===== config.mk =====
export PLATFORM = sky130hd
export DESIGN_NAME = priority_slot_allocator_top
export DESIGN_NICKNAME = d
export VERILOG_FILES = /design/src/rtl/psa_pkg.sv /design/src/rtl/priority_slot_allocator_top.sv /design/src/rtl/psa_slot_store.sv
export SDC_FILE = /design/constraint.sdc
export NUM_CORES = 1
export LEC_CHECK = 0
export BUFFER_PORTS_ARGS = -buffer_cell sky130_fd_sc_hd__buf_4
export CAP_MARGIN = 20
export CORE_MARGIN = 3
export CORE_UTILIZATION = 48
export CTS_CLUSTER_DIAMETER = 80
export CTS_CLUSTER_SIZE = 10
export DETAILED_ROUTE_END_ITERATION = 10
export GPL_ROUTABILITY_DRIVEN = 0
export PLACE_DENSITY_LB_ADDON = 0.25
export SYNTH_ARGS = -nofsm -noshare
export SYNTH_HDL_FRONTEND = slang
export SYNTH_SLANG_ARGS = --single-unit

===== constraint.sdc =====
create_clock -name clk -period 5.98 [get_ports clk]
set_input_delay 0.598 -clock clk [delete_from_list [all_inputs] [get_ports clk]]
set_output_delay 0.598 -clock clk [all_outputs]
set_load 0.01 [all_outputs]

===== src/rtl/psa_pkg.sv =====
package psa_pkg;

  localparam logic [31:0] NONE_HANDLE = 32'hFFFF_FFFF;

  localparam logic [1:0] ACT_ALLOC   = 2'd0;
  localparam logic [1:0] ACT_RELEASE = 2'd1;
  localparam logic [1:0] ACT_LOOKUP  = 2'd2;
  localparam logic [1:0] ACT_NONE    = 2'd3;

  typedef struct packed {
    logic [1:0]        action;
    logic signed [7:0] priority_req;
    logic [31:0]       handle;
  } req_t;

  typedef struct packed {
    logic        ok;
    logic [31:0] granted_handle;
    logic [2:0]  light_number;
    logic        was_stolen;
    logic        disable_light;
  } rsp_t;

  typedef struct packed {
    logic [31:0]       owner;
    logic signed [7:0] prio;
  } entry_t;

  localparam rsp_t RSP_IDLE = '{
    ok: 1'b0,
    granted_handle: NONE_HANDLE,
    light_number: 3'd0,
    was_stolen: 1'b0,
    disable_light: 1'b0
  };

  localparam entry_t ENTRY_FREE = '{owner: NONE_HANDLE, prio: 8'sd0};

endpackage


===== src/rtl/priority_slot_allocator_top.sv =====
// Channel | Ports                  | Beat taken when
// --------+------------------------+------------------------------
// request | start, busy, req       | start high and busy low
// result  | done, result           | every cycle that done is high
//
// The slots are scanned through the single read port of the slot memory,
// one per cycle, with registered read data, and the scan stops at the first
// slot that settles the answer.
// An unused action code gives its result in the cycle after it is taken.
// Reset is synchronous and leaves every slot free and the handle counter at 0.
// The result is shown for one cycle only; the receiver cannot stall it.
module priority_slot_allocator_top #(
  parameter int SLOTS = 7
) (
  input  logic          clk,
  input  logic          rst,
  input  logic          start,
  output logic          busy,
  input  psa_pkg::req_t req,
  output logic          done,
  output psa_pkg::rsp_t result
);
  import psa_pkg::*;

  localparam int IDX_W = (SLOTS > 1) ? $clog2(SLOTS) : 1;
  localparam int CNT_W = $clog2(SLOTS + 1);

  typedef enum logic [1:0] {
    ST_IDLE = 2'b01,
    ST_SCAN = 2'b10
  } state_t;

  state_t           state;
  req_t             cur;
  logic [CNT_W-1:0] scan_idx;
  logic [IDX_W-1:0] rd_idx;
  logic             steal_found;
  logic [IDX_W-1:0] steal_idx;
  logic [31:0]      next_handle;

  logic             rd_en;
  entry_t           rd_entry;
  logic             rd_vld;
  logic             wr_en;
  logic             wr_clr;
  logic [IDX_W-1:0] wr_addr;
  entry_t           wr_entry;

  logic             last;
  logic             is_free;
  logic             can_steal;
  logic             is_match;
  logic             decide;
  rsp_t             rsp_next;
  logic [31:0]      grant_handle;
  logic [IDX_W-1:0] pick_idx;
  logic [31:0]      light_wide;

  assign busy  = (state != ST_IDLE);
  assign rd_en = (state == ST_SCAN) && (scan_idx < CNT_W'(SLOTS));

  assign last      = (rd_idx == IDX_W'(SLOTS - 1));
  assign is_free   = (rd_entry.owner == NONE_HANDLE);
  assign can_steal = !steal_found && (cur.priority_req > rd_entry.prio);
  assign is_match  = (cur.handle != NONE_HANDLE) && (rd_entry.owner == cur.handle);
  assign grant_handle = (next_handle == NONE_HANDLE) ? 32'd0 : next_handle;
  assign pick_idx     = (cur.action == ACT_ALLOC && !is_free && steal_found) ?
                        steal_idx : rd_idx;
  assign light_wide   = 32'(pick_idx) + 32'd1;

  always_comb begin
    decide   = 1'b0;
    rsp_next = RSP_IDLE;
    wr_en    = 1'b0;
    wr_clr   = 1'b0;
    wr_entry = '{owner: grant_handle, prio: cur.priority_req};
    if (state == ST_SCAN && rd_vld) begin
      case (cur.action)
        ACT_ALLOC: begin
          if (is_free) begin
            decide = 1'b1;
            wr_en  = 1'b1;
          end else if (last) begin
            decide = 1'b1;
            if (steal_found || can_steal) begin
              wr_en               = 1'b1;
              rsp_next.was_stolen = 1'b1;
            end
          end
          if (wr_en) begin
            rsp_next.ok             = 1'b1;
            rsp_next.granted_handle = grant_handle;
            rsp_next.light_number   = light_wide[2:0];
          end
        end
        ACT_RELEASE: begin
          if (is_match || last) begin
            decide = 1'b1;
          end
          if (is_match) begin
            wr_clr                 = 1'b1;
            rsp_next.ok            = 1'b1;
            rsp_next.disable_light = 1'b1;
            rsp_next.light_number  = light_wide[2:0];
          end
        end
        ACT_LOOKUP: begin
          if (is_match || last) begin
            decide = 1'b1;
          end
          if (is_match) begin
            rsp_next.ok           = 1'b1;
            rsp_next.light_number = light_wide[2:0];
          end
        end
        default: begin
          decide = 1'b1;
        end
      endcase
    end
  end

  assign wr_addr = pick_idx;

  always_ff @(posedge clk) begin
    if (start && !busy) begin
      cur <= req;
    end
    if (rd_en) begin
      rd_idx <= scan_idx[IDX_W-1:0];
    end
    if (state == ST_SCAN && rd_vld && can_steal && !is_free) begin
      steal_idx <= rd_idx;
    end
    if (decide || (start && !busy && req.action == ACT_NONE)) begin
      result <= decide ? rsp_next : RSP_IDLE;
    end
  end

  always_ff @(posedge clk) begin
    if (rst) begin
      state       <= ST_IDLE;
      scan_idx    <= '0;
      steal_found <= 1'b0;
      next_handle <= 32'd0;
      done        <= 1'b0;
    end else begin
      done <= 1'b0;
      case (state)
        ST_IDLE: begin
          if (start) begin
            if (req.action == ACT_NONE) begin
              done <= 1'b1;
            end else begin
              state       <= ST_SCAN;
              scan_idx    <= '0;
              steal_found <= 1'b0;
            end
          end
        end
        ST_SCAN: begin
          if (rd_en) begin
            scan_idx <= scan_idx + CNT_W'(1);
          end
          if (rd_vld && can_steal && !is_free) begin
            steal_found <= 1'b1;
          end
          if (decide) begin
            state <= ST_IDLE;
            done  <= 1'b1;
            if (wr_en) begin
              next_handle <= grant_handle + 32'd1;
            end
          end
        end
        default: begin
          state <= ST_IDLE;
        end
      endcase
    end
  end

  psa_slot_store #(
    .SLOTS(SLOTS)
  ) u_store (
    .clk     (clk),
    .rst     (rst),
    .rd_en   (rd_en),
    .rd_addr (scan_idx[IDX_W-1:0]),
    .rd_entry(rd_entry),
    .rd_vld  (rd_vld),
    .wr_en   (wr_en),
    .wr_clr  (wr_clr),
    .wr_addr (wr_addr),
    .wr_entry(wr_entry)
  );

  a_busy_after_take: assert property (@(posedge clk) disable iff (rst)
    (start && !busy && req.action != ACT_NONE) |=> busy)
    else $error("Block not busy after taking a scanning request.");

  a_done_when_idle: assert property (@(posedge clk) disable iff (rst)
    done |-> !busy)
    else $error("Result shown while a scan is still running.");

  a_handle_only_on_grant: assert property (@(posedge clk) disable iff (rst)
    (done && result.granted_handle != NONE_HANDLE) |-> (result.ok && !result.disable_light))
    else $error("Handle given out without a grant.");

  a_read_from_scan: assert property (@(posedge clk) disable iff (rst)
    rd_vld |-> $past(state == ST_SCAN))
    else $error("Slot read returned outside a scan.");

endmodule


===== src/rtl/psa_slot_store.sv =====
module psa_slot_store #(
  parameter int SLOTS = 7
) (
  input  logic                                  clk,
  input  logic                                  rst,
  input  logic                                  rd_en,
  input  logic [(SLOTS > 1 ? $clog2(SLOTS) : 1)-1:0] rd_addr,
  output psa_pkg::entry_t                       rd_entry,
  output logic                                  rd_vld,
  input  logic                                  wr_en,
  input  logic                                  wr_clr,
  input  logic [(SLOTS > 1 ? $clog2(SLOTS) : 1)-1:0] wr_addr,
  input  psa_pkg::entry_t                       wr_entry
);
  import psa_pkg::*;

  entry_t           mem [SLOTS];
  logic [SLOTS-1:0] live;
  entry_t           mem_q;
  logic             live_q;

  always_ff @(posedge clk) begin
    if (wr_en) begin
      mem[wr_addr] <= wr_entry;
    end
    if (rd_en) begin
      mem_q <= mem[rd_addr];
    end
  end

  always_ff @(posedge clk) begin
    if (rst) begin
      live   <= '0;
      live_q <= 1'b0;
      rd_vld <= 1'b0;
    end else begin
      rd_vld <= rd_en;
      if (rd_en) begin
        live_q <= live[rd_addr];
      end
      if (wr_en) begin
        live[wr_addr] <= 1'b1;
      end else if (wr_clr) begin
        live[wr_addr] <= 1'b0;
      end
    end
  end

  // A slot that was never granted, or was released, reads as free.
  assign rd_entry = live_q ? mem_q : ENTRY_FREE;

endmodule


* After elaboration in Yosys (flattened, before gate mapping) *
Memory sizes are Yosys's and may differ from the RTL's. A register that Yosys moved wholly into a read port is not among the register bits.
Index checks and enable logic that the tools add are counted.

storage, ports and cells
  memories kept = 1
  memory bits (read-only) = 0
  bits in writable memories = 280
  bits in latches = 0
  register bits = 134
  output and inout port bits = 40

operators by class
  div/mod/pow operators = 0
  bitwise gates (word level) = 6
  muxes and demuxes = 46
  reductions and logical operators = 30
  $lt $le $gt $ge = 5
  add/sub/neg operators = 3
  multiply operators = 0
  eq/ne operators = 16
  shift operators = 0

memory list
  memory       depth  bits a word  rd ports  clocked after Yosys merged registers in  write ports  line                  text
  u_store.mem  7      40           1         1                                        1            psa_slot_store.sv:17  entry_t mem [SLOTS];

operators with widths
  cell                                                 number
  equality test 32 bit (second input constant)         2
  2-to-1 mux 40 bit                                    1
  2-to-1 mux 36 bit                                    1
  adder 32 x 1 -> 32 bit (second input constant)       1
  equality test 32 bit                                 1
  2-to-1 mux 32 bit                                    1
  != test 32 bit (second input constant)               1
  2-to-1 mux 1 bit                                     24
  2-to-1 mux 3 bit                                     5
  2-to-1 mux 7 bit                                     2
  logical AND 1 bit                                    13
  one-hot mux 3 bit (2 select lines)                   2
  AND reduction 4 bit                                  3
  > comparator 8 bit                                   1
  < comparator 3 x 4 -> 1 bit (second input constant)  2
  one-hot mux 1 bit (2 select lines)                   4
  bitwise AND 7 bit                                    1
  inverter 7 bit                                       1
  OR 7 bit                                             1
  adder 3 x 1 -> 3 bit (second input constant)         2
  equality test 2 bit (second input constant)          3
  2-to-1 mux 2 bit                                     3
  != test 2 x 1 -> 1 bit (second input constant)       3
  != test 2 bit (second input constant)                3
  16 further kinds                                     25

* Logic depth before layout (Yosys ltp) *
  word-level depth = 14
  gate-level depth with buffers = 15
  gate-level depth less buffers = 13

* Modules after synthesis *
A second synthesis with hierarchy kept.

unflattened totals
  cell total of the unflattened synthesis = 1,214
  area total of the unflattened synthesis = 18,791.8 um2

modules (own cells, without submodules)
  module                       sequential area each (um2)  cells an instance  times used  area an instance (um2)
  psa_slot_store               9,789.4                     648                1           12,603.3
  priority_slot_allocator_top  3,363.2                     566                1           6,188.4

* Worst setup path before layout *
No wires, ideal clock.

  kind = reg2reg
  start = register u_store.live_q
  end = memory u_store.mem[0][0] (netlist name) (enable)
  buffers on the path = 4
  stages on the path, launching flop included = 14
  clock period less this slack = 5.001 ns
  data arrival time = 4.564 ns
  setup slack = 0.979 ns
  path through = dfxtp_1 > clkbuf_1 > clkbuf_1 > nand2_1 > ha_1 > a21oi_1 > o211ai_1 > o221ai_1 > a31o_2 > a21oi_1 > buf_2 > clkbuf_1 > nand2_1 > nor2_1

between the ends
  longest elaborated chain between the ends = 13
  elaborated cells between the ends (all ways) = 18
  classes of those cells = order compare (1); eq/ne (1); mux (11); reduce/logical (5)

ends and longest elaborated chain
  element                                 line                               text
  start, declared                         psa_slot_store.sv:20               logic live_q;
  start signal, assigned                  psa_slot_store.sv:39               live_q <= live[rd_addr];
  2-to-1 mux 40 bit *                     psa_slot_store.sv:50               assign rd_entry = live_q ? mem_q : ENTRY_FREE;
  > comparator 8 bit                      priority_slot_allocator_top.sv:64  assign can_steal = !steal_found && (cur.priority_req > rd_entry.prio);
  logical AND 1 bit                       priority_slot_allocator_top.sv:64
  logical OR 1 bit                        priority_slot_allocator_top.sv:85  if (steal_found || can_steal) begin
  2-to-1 mux 1 bit                        priority_slot_allocator_top.sv:85
  2-to-1 mux 1 bit                        priority_slot_allocator_top.sv:83  end else if (last) begin
  2-to-1 mux 1 bit                        priority_slot_allocator_top.sv:80  if (is_free) begin
  2-to-1 mux 1 bit                        priority_slot_allocator_top.sv:78  case (cur.action)
  2-to-1 mux 1 bit                        priority_slot_allocator_top.sv:77  if (state == ST_SCAN && rd_vld) begin
  2-to-1 mux 1 bit                        priority_slot_allocator_top.sv:78
  2-to-1 mux 1 bit                        priority_slot_allocator_top.sv:77
  2-to-1 mux 1 bit                        psa_slot_store.sv:23               if (wr_en) begin
  2-to-1 mux 1 bit (not written as such)  psa_slot_store.sv:24               mem[wr_addr] <= wr_entry;
  end, declared                           psa_slot_store.sv:17

Every way passes the cells marked *; elsewhere a longest branch is shown, timed or not. The select of a mux whose other input is x is not followed.

* Worst setup path after layout *
  start = register u_store.live_q
  end = memory u_store.mem[6][32] (netlist name) (enable)

The elaborated chain is that of the path after synthesis.

==> results.md <==
* H-tree depth reported by CTS at 2
* Clock Skew at 0.0165 ns
* Max transition margin at 30.3%
* Worst-skew pair later-pin latency at 0.58 ns
* Via count of the first global-routing pass at 10900
* WHS Path Cells at 1
* CTS tree: done
* Synth Area in XOR/XNOR at 0.786%
* Kind of capture point of the worst setup path: flop
* Number of clock sinks seen by CTS at 454
* Area Overhead vs Synth at 14.2%
* Number of hold violations in the final report at 0
* GR Util met2 at 33.6%
* Placed Cells at 1828
* Antenna Diode Count at 0
* Kind of critical path: reg2reg
* # setup viols final at 0
* Post-CTS setup-driven buffer insertion count at 0
* Die width at 205 um
* Share of final-layout standard cells stronger than drive strength 1 at 20.2%
* Internal power at 0.00533 W
* Number of top-level pins at 85
* Busiest grt layer: met2
* DIE AREA at 0.0419 sq mm
* Post-synth EDFFs at 406
* Final cell utilization of the core at 55.7%
* Worst EP arrival at 4.07 ns
* DIE HEIGHT at 205 um
* Number of buffers created by CTS at 51
* Overflow after GRT at 0
* Final antenna-violating net count at 0
* Number of maximum-capacitance constraint violations at 0
* Num rows at 72
* Run status: finished, final reports clean
* Synthesized area per cell at 15.0 sq um
* Startpoint kind of the worst setup timing path: flop
* Top-area cell type share of the netlist area at 64.3%
* GRT Total Usage at 21.1%
* Switching Share at 22.6%
* CTS Hold Bufs at 0
* Drt first pass iters at 5
* Main combinational cell family by area after synthesis: simple AND/OR/NAND/NOR gates
* Setup total negative slack at 0 ns
* Relative contribution of sequential cells to total power at 54.0%
* Synth Area in Simple Gates at 10.4%
* Hold WC Path Type: in2reg
* Area post-placement at 0.0202 sq mm
* Clock Power Share at 39.8%
* Met1 capacity usage during global routing at 29.4%
* Placeable core region at 0.0388 sq mm
* CP max-delay cell: sky130_fd_sc_hd__buf_4
* Net total in the final layout at 1425
* Most area-hungry cell type in the Yosys netlist: sky130_fd_sc_hd__edfxtp_1
* Syn. warnings at 0
* Flops & latches, synth at 454
* Number of input and output port buffers inserted at 84
* Largest stage delay on the critical path at 0.53 ns
* Critical Path Fanout Max at 42
* FF-to-FF path depth at 11
* Number of gates given a new drive strength after cts at 0
* Worst-path cell chain: buf_4 -> nand2_1 -> ha_1 -> nand4_1 -> nor2b_1 -> o21ai_0 -> a31o_2 -> a21oi_4 -> nand2_1 -> nor2_4 -> buf_4
* Distinct cell type count of the synthesized netlist at 69
* Timing-limited maximum frequency at 259 MHz
* Detailed-route wire length at 43900 um
* Worst EP required at 6.18 ns
* Overall via count from detail_route at 11100
* Part of the total power dissipated in combinational logic at 6.2%
* Tightest Pin Transition at 1.04 ns
* Share of flip-flops with an asynchronous set or reset at 0%
* Cell chosen for the clock root: sky130_fd_sc_hd__clkbuf_16
* Maximum number of pins on one net before global-route repair at 66
* Cells taking the most area after synthesis: sky130_fd_sc_hd__edfxtp_1, sky130_fd_sc_hd__dfxtp_1, sky130_fd_sc_hd__mux4_2
* Adder and majority gate portion of the synthesized area at 1.06%
* First-pass GRT wire length at 66500 um
* Reported leakage power at 6.57 nW
* Final critical-path required period at 3.87 ns
* Filler Cells Inserted at 3032
* Non-filler instance count after layout at 1904
* Area fraction in compound gates after synthesis at 6.87%
* HPWL reported at the end of detailed placement at 27500 um
* Effective utilization at floorplan at 48.8%
* Max Slew Vio Count at 0
* Register clock-pin slew on the reported worst setup and hold paths at 0.06 ns
* Sequential area share after synthesis at 69.4%
* Post-detailed-route via-to-cell ratio at 5.86
* Psw at 0.00155 W
* Top FF cell, synth: sky130_fd_sc_hd__edfxtp_1
* Maximum resistive drop on vdd at 0.000203 V
* Nets in the synthesized netlist at 1325
* Post-detailed-route wirelength per cell at 23.0 um
* WHS at 0.200 ns
* Antenna violations before repair at 1
* Ratio of total power to cell area at 318 mW/mm^2
* Buffer levels on the longest clock path at 3
* Ratio of final minimum period to clock period at 64.7%
* Mux cell area share after synthesis at 9.65%
* Cell area after layout at 0.0216 sq mm
* Synthesized cell area at 0.0190 sq mm
* Gate Count Post-Synth at 1264
* Total DRC errors in the routed layout at 0
* Met3 GRT Util at 3.34%
* Unrepaired setup endpoints after global routing: false
* First DRT Iteration DRCs at 903
## worst paths after layout
path	start	end	slack, ns
max	u_store.live_q	u_store.mem[6][32]	2.11
min	req[4]	cur[4]	0.20
max reg2reg	u_store.live_q	u_store.mem[6][32]	2.11
min reg2reg	next_handle[1]	next_handle[1]	0.49
## power groups by stage
stage,clock network [W],registers [W],logic [W]
2_1_floorplan,0,0.00371,0.000295
3_3_place_gp,0,0.00377,0.000417
3_5_place_dp,0,0.00377,0.000423
4_1_cts,0.00280,0.00371,0.000426
5_1_grt,0.00292,0.00372,0.000474
6_report,0.00274,0.00371,0.000425
## sequential cells by signal (all words and copies together), names as in the netlist, named ones only
name and cells:
cur 42, done 1, next_handle 32, rd_idx 3, result 38, scan_idx 3, state 2, steal_found 1
steal_idx 3, u_store.live_q 1, u_store.mem 280, u_store.mem_q 40, u_store.rd_vld 1
## layer usage
layer,part of all wire (%),up-vias
met5,0.030,-
met1,43,5548
met4,3.3,2
met3,6.0,73
li1,-,5118
met2,48,408
## synthesized netlist by cell type (4+ instances only)
master                     instances
sky130_fd_sc_hd__a211oi_1         19
sky130_fd_sc_hd__a21oi_1          46
sky130_fd_sc_hd__a31oi_1           9
sky130_fd_sc_hd__and2_1           33
sky130_fd_sc_hd__buf_1             8
sky130_fd_sc_hd__buf_2             6
sky130_fd_sc_hd__clkbuf_1         41
sky130_fd_sc_hd__dfxtp_1          48
sky130_fd_sc_hd__edfxtp_1        406
sky130_fd_sc_hd__ha_1             16
sky130_fd_sc_hd__inv_1            26
sky130_fd_sc_hd__mux2_2           43
sky130_fd_sc_hd__mux2i_1          42
sky130_fd_sc_hd__mux4_2           41
sky130_fd_sc_hd__nand2_1          76
sky130_fd_sc_hd__nand2b_1         29
sky130_fd_sc_hd__nand3_1          20
sky130_fd_sc_hd__nand4_1          34
sky130_fd_sc_hd__nand4b_1          6
sky130_fd_sc_hd__nor2_1           47
sky130_fd_sc_hd__nor2b_1          17
sky130_fd_sc_hd__nor3_1           11
sky130_fd_sc_hd__nor3b_1          21
sky130_fd_sc_hd__nor4_1            9
sky130_fd_sc_hd__o211ai_1          5
sky130_fd_sc_hd__o21ai_0          77
sky130_fd_sc_hd__o221a_2           7
sky130_fd_sc_hd__o22ai_1          13
sky130_fd_sc_hd__o31ai_1           7
sky130_fd_sc_hd__or3_1            21
sky130_fd_sc_hd__or4_1            10
sky130_fd_sc_hd__xnor2_1           4
sky130_fd_sc_hd__xor2_1           13
## cell families (layout without fill, tap and decap cells)
family	Yosys count	count (layout)
buffers and inverters	86	208
AO/OA/AOI/OAI	210	210
flip-flops	454	454
XOR/XNOR	17	17
AND/OR/NAND/NOR	355	355
multiplexers	126	126
adder cells (fa/ha/maj)	16	16
## metrics by stage
step / power [W] / setup slack [ns]
floorplan: 0.00400 / 0.979
global placement: 0.00419 / 2.14
detailed placement: 0.00420 / 1.98
CTS: 0.00694 / 1.98
global route: 0.00712 / 1.86
finish: 0.00688 / 2.11
## critical path, delay by kind of cell (launching register included)
family                     cells  cell delay (ns)
DFF                            1             0.30
and+or+nand+nor                5             1.09
AOI/OAI and AO/OA              3             0.80
buffers and inverters          2             0.90
adders and majority gates      1             0.37
## layout make-up
class | count | area (sq um) | area share [%]
Tap cell | 518 | 648 | 2.99
Clock inverter | 3 | 33.8 | 0.156
Inverter | 27 | 101 | 0.468
Sequential cell | 454 | 13200 | 60.8
Clock buffer | 72 | 1380 | 6.36
Timing Repair Buffer | 106 | 808 | 3.73
Multi-Input combinational cell | 724 | 5520 | 25.5
## cells in the final DEF, fill, tap and decap left out, drive strengths merged, types with 4 or more instances in the layout
cell type / netlist / routed
a211oi: 19 / 19
a21oi: 46 / 46
a31oi: 9 / 9
and2: 34 / 34
buf: 17 / 106
clkbuf: 42 / 72
dfxtp: 48 / 48
edfxtp: 406 / 406
ha: 16 / 16
inv: 27 / 27
mux2: 43 / 43
mux2i: 42 / 42
mux4: 41 / 41
nand2: 77 / 77
nand2b: 29 / 29
nand3: 20 / 20
nand4: 34 / 34
nand4b: 6 / 6
nor2: 48 / 48
nor2b: 18 / 18
nor3: 11 / 11
nor3b: 21 / 21
nor4: 10 / 10
o211ai: 5 / 5
o21ai: 78 / 78
o221a: 7 / 7
o22ai: 13 / 13
o31ai: 7 / 7
or2: 4 / 4
or3: 22 / 22
or4: 11 / 11
xnor2: 4 / 4
xor2: 13 / 13
(Power assumes the default switching activity.)
